<file path="config.mk">
export PLATFORM = sky130hd
export DESIGN_NAME = odd_even_transposition_sort
export DESIGN_NICKNAME = d
export VERILOG_FILES = /design/src/rtl/core/oets_pkg.sv /design/src/rtl/core/odd_even_transposition_sort.sv
export SDC_FILE = /design/constraint.sdc
export NUM_CORES = 2
export LEC_CHECK = 0
export ABC_AREA = 0
export BUFFER_PORTS_ARGS = -buffer_cell sky130_fd_sc_hd__clkbuf_2
export CAP_MARGIN = 0
export CELL_PAD_IN_SITES_DETAIL_PLACEMENT = 0
export CELL_PAD_IN_SITES_GLOBAL_PLACEMENT = 2
export CORE_UTILIZATION = 49
export DETAILED_ROUTE_END_ITERATION = 8
export PLACE_DENSITY_LB_ADDON = 0.1
export REMOVE_ABC_BUFFERS = 1
export SYNTH_ARGS = -nofsm -noshare
export SYNTH_HDL_FRONTEND = slang
export SYNTH_SLANG_ARGS = --single-unit
</file>
<file path="constraint.sdc">
create_clock -name clk -period 9.2 [get_ports clk]
set_input_delay 2.76 -clock clk [delete_from_list [all_inputs] [get_ports clk]]
set_output_delay 2.76 -clock clk [all_outputs]
set_load 0.02 [all_outputs]
</file>
<file path="src/rtl/core/oets_pkg.sv">
// Shared constants for the odd-even transposition sorter.
// No dependencies; imported by the top level and its checker.
`default_nettype none

package oets_pkg;

  // Width of the key ports.
  localparam int KEY_W = 16;

  // Parameter defaults.
  localparam int MAX_KEYS_DEF = 64;
  localparam int KEY_BITS_DEF = 16;

endpackage

`default_nettype wire

</file>
<file path="src/rtl/core/odd_even_transposition_sort.sv">
// Odd-even transposition sorter: top level with key memory and compare sequencer.
// Depends on oets_pkg.
`default_nettype none

// - Input channel (in_valid / in_stall, key_in, final_key): one key per word.
//   Keys are stored in arrival order. A word with final_key set, or the
//   MAX_KEYS-th word of a set, closes the set and starts the sort.
// - Output channel (out_valid / out_stall, key_out, end_of_set): the set comes
//   back ascending, one key per word; end_of_set marks the last one. Equal keys
//   keep their arrival order.
// - Loading writes each accepted key into the key memory. Sorting uses one
//   two-read-port memory and one comparator: each compare reads the pair
//   (S_RD), compares it and, on a swap, writes the left key (S_CMP), then
//   writes the right key (S_WR2); S_CHK picks the next pair, phase or round.
//   At most about n/2 + 1 rounds run over n keys. Unloading reads each key
//   from memory (S_ORD), then loads it into the output register (S_OLD).
// - A set of one key goes straight from the closing word to unloading, unsorted.
// - in_stall is high from the closing word until the last sorted key has been
//   loaded into the output register; the next set may start loading while
//   that last word still waits.
// - If the receiver stalls, the output register holds its word and the
//   unload sequencer waits on it.
// - Reset (rst, synchronous) empties the set and the output register; the key
//   memory is not cleared, as only entries written in the current set are read.
module odd_even_transposition_sort
  import oets_pkg::*;
#(
  parameter int MAX_KEYS = MAX_KEYS_DEF,
  parameter int KEY_BITS = KEY_BITS_DEF
) (
  input  wire logic             clk,
  input  wire logic             rst,
  input  wire logic             in_valid,
  output logic                  in_stall,
  input  wire logic [KEY_W-1:0] key_in,
  input  wire logic             final_key,
  output logic                  out_valid,
  input  wire logic             out_stall,
  output logic      [KEY_W-1:0] key_out,
  output logic                  end_of_set
);

  // Stored key width: keys are cut to KEY_BITS and never exceed the port.
  localparam int SW = (KEY_BITS < KEY_W) ? KEY_BITS : KEY_W;
  localparam int AW = (MAX_KEYS > 1) ? $clog2(MAX_KEYS) : 1;
  localparam int CW = $clog2(MAX_KEYS + 1);

  typedef enum logic [6:0] {
    S_LOAD = 7'b0000001,  // taking keys
    S_CHK  = 7'b0000010,  // pick next pair, phase or round
    S_RD   = 7'b0000100,  // read pair from memory
    S_CMP  = 7'b0001000,  // compare, write left on swap
    S_WR2  = 7'b0010000,  // write right on swap
    S_ORD  = 7'b0100000,  // read key to emit
    S_OLD  = 7'b1000000   // load output register
  } state_t;

  // Key memory
  logic [SW-1:0] key_store [MAX_KEYS];
  logic [SW-1:0] rd_a, rd_b;

  // Control registers
  state_t        state, state_next;
  logic [CW-1:0] count, count_next;   // keys in set
  logic [CW-1:0] idx, idx_next;       // left index of current pair
  logic [CW-1:0] oidx, oidx_next;     // unload index
  logic          phase, phase_next;   // 0 odd pairs, 1 even pairs
  logic          swap_seen, swap_next;

  // Memory port controls
  logic          we;
  logic [AW-1:0] waddr;
  logic [SW-1:0] wdata;
  logic          re;
  logic [AW-1:0] raddr_a, raddr_b;

  logic          in_acc;
  logic          out_free;
  logic [CW:0]   idx_p1;
  logic [CW-1:0] idx_p2;
  logic [CW-1:0] count_p1;
  logic          oidx_last;

  assign in_stall  = (state != S_LOAD);
  assign in_acc    = in_valid && !in_stall;
  assign out_free  = !out_valid || !out_stall;
  assign idx_p1    = {1'b0, idx} + 1'b1;
  assign idx_p2    = idx + CW'(2);
  assign count_p1  = count + 1'b1;
  assign oidx_last = ((oidx + 1'b1) == count);

  always_comb begin
    state_next = state;
    count_next = count;
    idx_next   = idx;
    oidx_next  = oidx;
    phase_next = phase;
    swap_next  = swap_seen;
    we         = 1'b0;
    waddr      = idx[AW-1:0];
    wdata      = rd_b;
    re         = 1'b0;
    raddr_a    = idx[AW-1:0];
    raddr_b    = idx_p1[AW-1:0];

    unique case (state)
      S_LOAD: begin
        if (in_acc) begin
          we         = 1'b1;
          waddr      = count[AW-1:0];
          wdata      = key_in[SW-1:0];
          count_next = count_p1;
          if (final_key || (count_p1 == CW'(MAX_KEYS))) begin
            if (count_p1 == CW'(1)) begin
              // single key: emit at once
              oidx_next  = '0;
              state_next = S_ORD;
            end else begin
              idx_next   = CW'(1);
              phase_next = 1'b0;
              swap_next  = 1'b0;
              state_next = S_CHK;
            end
          end
        end
      end
      S_CHK: begin
        if (idx_p1 < {1'b0, count}) begin
          state_next = S_RD;
        end else if (!phase) begin
          phase_next = 1'b1;
          idx_next   = '0;
        end else if (swap_seen) begin
          // another round
          swap_next  = 1'b0;
          phase_next = 1'b0;
          idx_next   = CW'(1);
        end else begin
          phase_next = 1'b0;
          oidx_next  = '0;
          state_next = S_ORD;
        end
      end
      S_RD: begin
        re         = 1'b1;
        state_next = S_CMP;
      end
      S_CMP: begin
        if (rd_a > rd_b) begin
          we         = 1'b1;
          waddr      = idx[AW-1:0];
          wdata      = rd_b;
          swap_next  = 1'b1;
          state_next = S_WR2;
        end else begin
          idx_next   = idx_p2;
          state_next = S_CHK;
        end
      end
      S_WR2: begin
        we         = 1'b1;
        waddr      = idx_p1[AW-1:0];
        wdata      = rd_a;
        idx_next   = idx_p2;
        state_next = S_CHK;
      end
      S_ORD: begin
        re         = 1'b1;
        raddr_a    = oidx[AW-1:0];
        state_next = S_OLD;
      end
      S_OLD: begin
        if (out_free) begin
          if (oidx_last) begin
            count_next = '0;
            swap_next  = 1'b0;
            state_next = S_LOAD;
          end else begin
            oidx_next  = oidx + 1'b1;
            state_next = S_ORD;
          end
        end
      end
      default: state_next = S_LOAD;
    endcase
  end

  // Memory: one write port, two registered read ports
  always_ff @(posedge clk) begin
    if (we) begin
      key_store[waddr] <= wdata;
    end
    if (re) begin
      rd_a <= key_store[raddr_a];
      rd_b <= key_store[raddr_b];
    end
  end

  always_ff @(posedge clk) begin
    if (rst) begin
      state     <= S_LOAD;
      count     <= '0;
      idx       <= '0;
      oidx      <= '0;
      phase     <= 1'b0;
      swap_seen <= 1'b0;
    end else begin
      state     <= state_next;
      count     <= count_next;
      idx       <= idx_next;
      oidx      <= oidx_next;
      phase     <= phase_next;
      swap_seen <= swap_next;
    end
  end

  // Output register
  always_ff @(posedge clk) begin
    if (rst) begin
      out_valid <= 1'b0;
    end else if (state == S_OLD && out_free) begin
      out_valid <= 1'b1;
    end else if (out_valid && !out_stall) begin
      out_valid <= 1'b0;
    end
  end

  always_ff @(posedge clk) begin
    if (state == S_OLD && out_free) begin
      key_out    <= KEY_W'(rd_a);
      end_of_set <= oidx_last;
    end
  end

endmodule

`default_nettype wire

</file>
* Word level (Yosys, flattened, before mapping)
Memories as Yosys holds them, arrays and structs flattened. A register that Yosys moved wholly into a read port is not among the register bits.
Cells that the tools add are included.
Widths: inputs -> output; s select.
** Word-level totals
- Flip-flop bits (word level) :: 48
- Bits in latches :: 0
- Memory bits (writable) :: 1024
- Memory bits (read-only) :: 0
- Input port bits :: 21
- Output and inout port bits :: 19
- Logic and storage cells :: 119
- Memories kept :: 1
** Cells by class
- $add $sub $neg :: 4
- $mul :: 0
- Divide/modulo/power cells :: 0
- Order comparisons :: 2
- Equal/unequal tests :: 26
- Shifts and indexed selects :: 0
- Multiplexer cells :: 56
- Bitwise gates (word level) :: 0
- Reduce and logical (&&, ||, !) cells :: 21
** Memory list
- key_store :: depth 64, bits a word 16, read ports 2, clocked after memory_dff 2, write ports 1, RTL line odd_even_transposition_sort.sv:59 : logic [SW-1:0] key_store [MAX_KEYS];
** Operators with widths (number)
- $mux 7 :: 24
- $pmux 7 s7 :: 1
- $pmux 16 s2 :: 1
- $pmux 7 s4 :: 1
- $mux 6 :: 4
- $ne 2x2->1 const B :: 12
- $pmux 7 s3 :: 1
- $reduce_and 9->1 :: 2
- $mux 1 :: 17
- $gt 16x16->1 :: 1
- $mux 16 :: 1
- $add 7x1->7 const B :: 2
- $eq 7x1->1 const B :: 2
- $eq 7x7->1 const B :: 2
- $pmux 7 s2 :: 1
- $pmux 6 s2 :: 1
- $reduce_and 5->1 :: 2
- $ne 3x3->1 const B :: 3
- $add 7x1->8 const B :: 1
- $lt 8x7->1 :: 1
- $reduce_bool 4->1 :: 2
- $add 7x2->7 const B :: 1
- $eq 7x2->1 const B :: 1
- $eq 7x3->1 const B :: 1
- 17 further kinds :: 24

* Longest topological paths before layout
- Word-level depth :: 7
- Mapped depth :: 15
- Gate-level depth less buffers :: 12

* Worst setup path after synthesis
Ideal clock, no wire load.
- Kind :: input port to flip-flop
- Start point :: input port in_valid
- End point :: memory key_store[17][0] (netlist name) (enable)
- Library setup time :: 0.409 ns
- Arrival :: 5.356 ns
- Required time :: 8.791 ns
- Slack :: 3.435 ns
- Cell stages on the path :: 7
- Path buffers :: 1
- Cell sequence :: nand2_1 > nor4_2 > nor2_1 > a221o_1 > or2_2 > clkbuf_1 > nor3_1
** Between the ends
- Cells in the longest elaborated chain, start to end :: 5
- Elaborated cells between the ends (all ways) :: 7
- Classes of those cells :: 6 x mux; 1 x reduce/logical
** Ends and longest elaborated chain
- start: declaration :: RTL line odd_even_transposition_sort.sv:33 : input wire logic in_valid,
- $logic_and 1x1->1 (*) :: RTL line odd_even_transposition_sort.sv:85 : assign in_acc = in_valid && !in_stall;
- $mux 1 :: RTL line odd_even_transposition_sort.sv:108 : if (in_acc) begin
- $pmux 1 s3 :: RTL line odd_even_transposition_sort.sv:106 : unique case (state)
- $mux 1 :: RTL line odd_even_transposition_sort.sv:190 : if (we) begin
- $mux 1 (not written as such) :: RTL line odd_even_transposition_sort.sv:191 : key_store[waddr] <= wdata;
- end: declaration :: RTL line odd_even_transposition_sort.sv:59
Mark *: on every way between the ends. The rest lies on a longest branch, timed or not.

* Worst setup path in the final report
- Start point :: input port in_valid
- End point :: memory key_store[51][5] (netlist name) (enable)
The elaborated chain is that of the path after synthesis.

==> impl_results.md <==
- Class of the most critical setup path: in2reg
- Remaining DRCs: 0
- Most used cell, CP: nand2_1
- Number of global-route vias before repair: 37,300
- Die W: 334 um
- Relative slew margins: 5.09%
- Placed cell count: 5,404
- Max Clock Skew: 0.0224 ns
- Final wirelength: 195 mm
- TritonCTS buffer count: 117
- Vias per std cell: 6.92
- Minimum clock period: 6.38 ns
- Pleak: 19.0 nW
- Worst skew pair latency: 0.73 ns
- Area grow syn2layout: 10.8%
- Post-synth EDFFs: 1,073
- Cell Area, Synth: 0.0540 sq mm
- Buffer and inverter count on the worst path: 2
- Clk buf depth: 3
- Congestion Overflow GR: 0
- Synth top area share: 59.7%
- Final Cycle Share: 69.3%
- Critical path launch point type: input pin
- Initial antenna violation count: 10
- Post-DP HPWL: 120 mm
- Die H: 334 um
- Hold Fails Final Rpt: 0
- Top Ports: 40
- Most frequent cells after synthesis: 1,073 x edfxtp_1, 522 x nand2_1, 409 x nand3_1, 294 x a21oi_1, 285 x o21ai_0
- RSZ-0062 raised after global routing: no
- Routed wire per std cell: 34.6 um
- Row Count: 121
- Clock sinks: 1,104
- Top FF cell, synth: edfxtp_1
- Hold Crit Class: reg2reg
- Crit-path max FO: 60
- Synth Register Bits: 1,104
- GRT Total Usage: 34.8%
- Final Wtd Congestion: 0.935
- Core Footprint: 0.109 sq mm
- Die area: 0.111 sq mm
- Antenna-violating nets left: 0
- Worst EP arrival: 6.71 ns
- Worst slew pin tran: 1.41 ns
- Worst EP required: 9.53 ns
- Post-CTS Resized: 0
- Pin count of the biggest net entering global routing: 176
- Cell Chain, Critical Path: clkbuf_2 > nand2_1 > nor4_4 > buf_4 > mux2i_1 > a222oi_1 > nand2_1 > nor2_2
- CP Capture Type: flop
- PortBufs: 39
- Final cell count without fillers: 5,625
- Asr flop ratio synth: 0%
- CTS H-tree depth: 3
- Unique cell type count in the Yosys netlist: 79
- Hold slack: 0.473 ns
- Starting density of the core: 49.5%
- Peak Freq: 0.157 GHz
- Count leader, synth: edfxtp_1
- CTS tree: yes
- Area contributors post-synth: edfxtp_1 60%, mux4_2 11%, nand3_1 3.8%
- Max-cap viol count: 0
- Yosys top cell by area: edfxtp_1
- Initial DRC count: 5,893
- Crit path largest cell delay: 1.03 ns
- Post-Syn Area per Cell: 12.8 sq um
- Via count: 38,900
- Ys Warns: 0
- Layout cells sized above 1: 17.4%
- IR drop worst, VDD: 0.273 mV
- Layout Nets: 4,159
- Setup TNS Final: 0 ns
- Clock transition at path regs: 0.06 ns
- Critical-path top delay cell: nor2_2
- CTS Root Cell: clkbuf_16
- Setup violations, final: 0
- DRT Pass-1 Iters: 5
- Setup Fix Bufs, Post-CTS: 0
- Top delay family on crit path: simple AND/OR/NAND/NOR gates
- Pwr/cell area: 268 mW/mm^2
- Sequential share of the synthesized area: 60.9%
- Slew Limit Fails: 0
- Hold_buf cts: 0
- Status: completed
- Post-Synthesis Cells: 4,211
- First-pass GRT wire length: 277 mm
-- final timing paths --
kind / startpoint / endpoint / slack (ns) / cells after the start
min reg2reg: swap_seen$_SDFFE_PP0P_ / swap_seen$_SDFFE_PP0P_ / 0.47 / 2
min: swap_seen$_SDFFE_PP0P_ / swap_seen$_SDFFE_PP0P_ / 0.47 / 2
max reg2reg: state[5]$_SDFFE_PP0P_ / rd_a[14]$_DFFE_PP_ / 3.50 / 8
max: in_valid / key_store[51][5]$_DFFE_PP_ / 2.82 / 8
-- registers in the layout, summed over array words and instances (netlist names) --
name / count
rd_b: 16
key_store: 1024
swap_seen: 1
count: 7
idx: 7
phase: 1
key_out: 16
end_of_set: 1
rd_a: 16
state: 7
oidx: 7
out_valid: 1
-- power breakdown --
part | internal, W | switching, W | leakage (nW)
registers | 0.00627 | 0.000100 | 9.94
logic | 0.00159 | 0.00335 | 7.21
clock network | 0.00268 | 0.00202 | 1.83
total | 0.0105 | 0.00548 | 19.0
-- layout make-up --
cell class	instances	area, sq um
Tap cell	1414	1770
Fill cell	9061	49200
Timing Repair Buffer	159	1270
Clock buffer	139	3030
Multi-Input combinational cell	2693	20000
Inverter	35	136
Sequential cell	1104	32800
Antenna cell	2	5.00
Clock inverter	79	709
-- per-layer routing --
metal | global-route usage, % | vias to the layer above | part of all wire, %
met3 | 6.54 | 334 | 10
li1 | - | 16500 | -
met5 | 0 | - | 0.029
met4 | 15.2 | 8 | 4.8
met1 | 48.9 | 19900 | 40
met2 | 53.1 | 2213 | 45
-- cell families (layout without fill, tap and decap cells) --
group	Yosys count	count (layout)	share of synthesized area, %
simple gates	1357	1357	11.7
fa+ha+maj	28	28	0.649
xor+xnor	14	14	0.227
other cells	0	2	0
buf+inv	414	412	3.04
flops	1104	1104	60.9
compound gates	980	980	11.7
mux	314	314	11.8
-- cells in the final DEF, fill, tap and decap left out, drive strengths merged, types with 66 or more instances in the layout --
master	instances
o21ai	291
edfxtp	1073
buf	119
nor2	179
clkbuf	179
mux4	256
nand3	409
and3	85
nand2	522
a21oi	294
o41ai	66
-- worst register-to-register path: stages, from the launching register on --
cell and delay, ns:
dfxtp_1 0.44, nor3b_2 0.79, nand3_4 0.64, buf_4 0.67
nand3_1 0.30, a21oi_1 0.09, o41ai_1 1.20, nand4_1 0.74
a2111o_1 0.56
-- metrics by stage --
| stage | total power (W) | utilization, % | worst slack (ns) | area (sq um) |
|---|---|---|---|---|
| after detailed placement | 0.0113 | 51.4 | 2.14 | 56100 |
| after CTS | 0.0160 | 54.9 | 2.88 | 59800 |
| after floorplan | 0.0103 | - | -24.98 | 52400 |
| after global routing | 0.0165 | 54.9 | 2.58 | 59800 |
| after global placement | 0.0113 | 51.4 | 2.26 | 56100 |
| final | 0.0160 | 54.9 | 2.82 | 59800 |
Power figures use the tool's default switching activity.
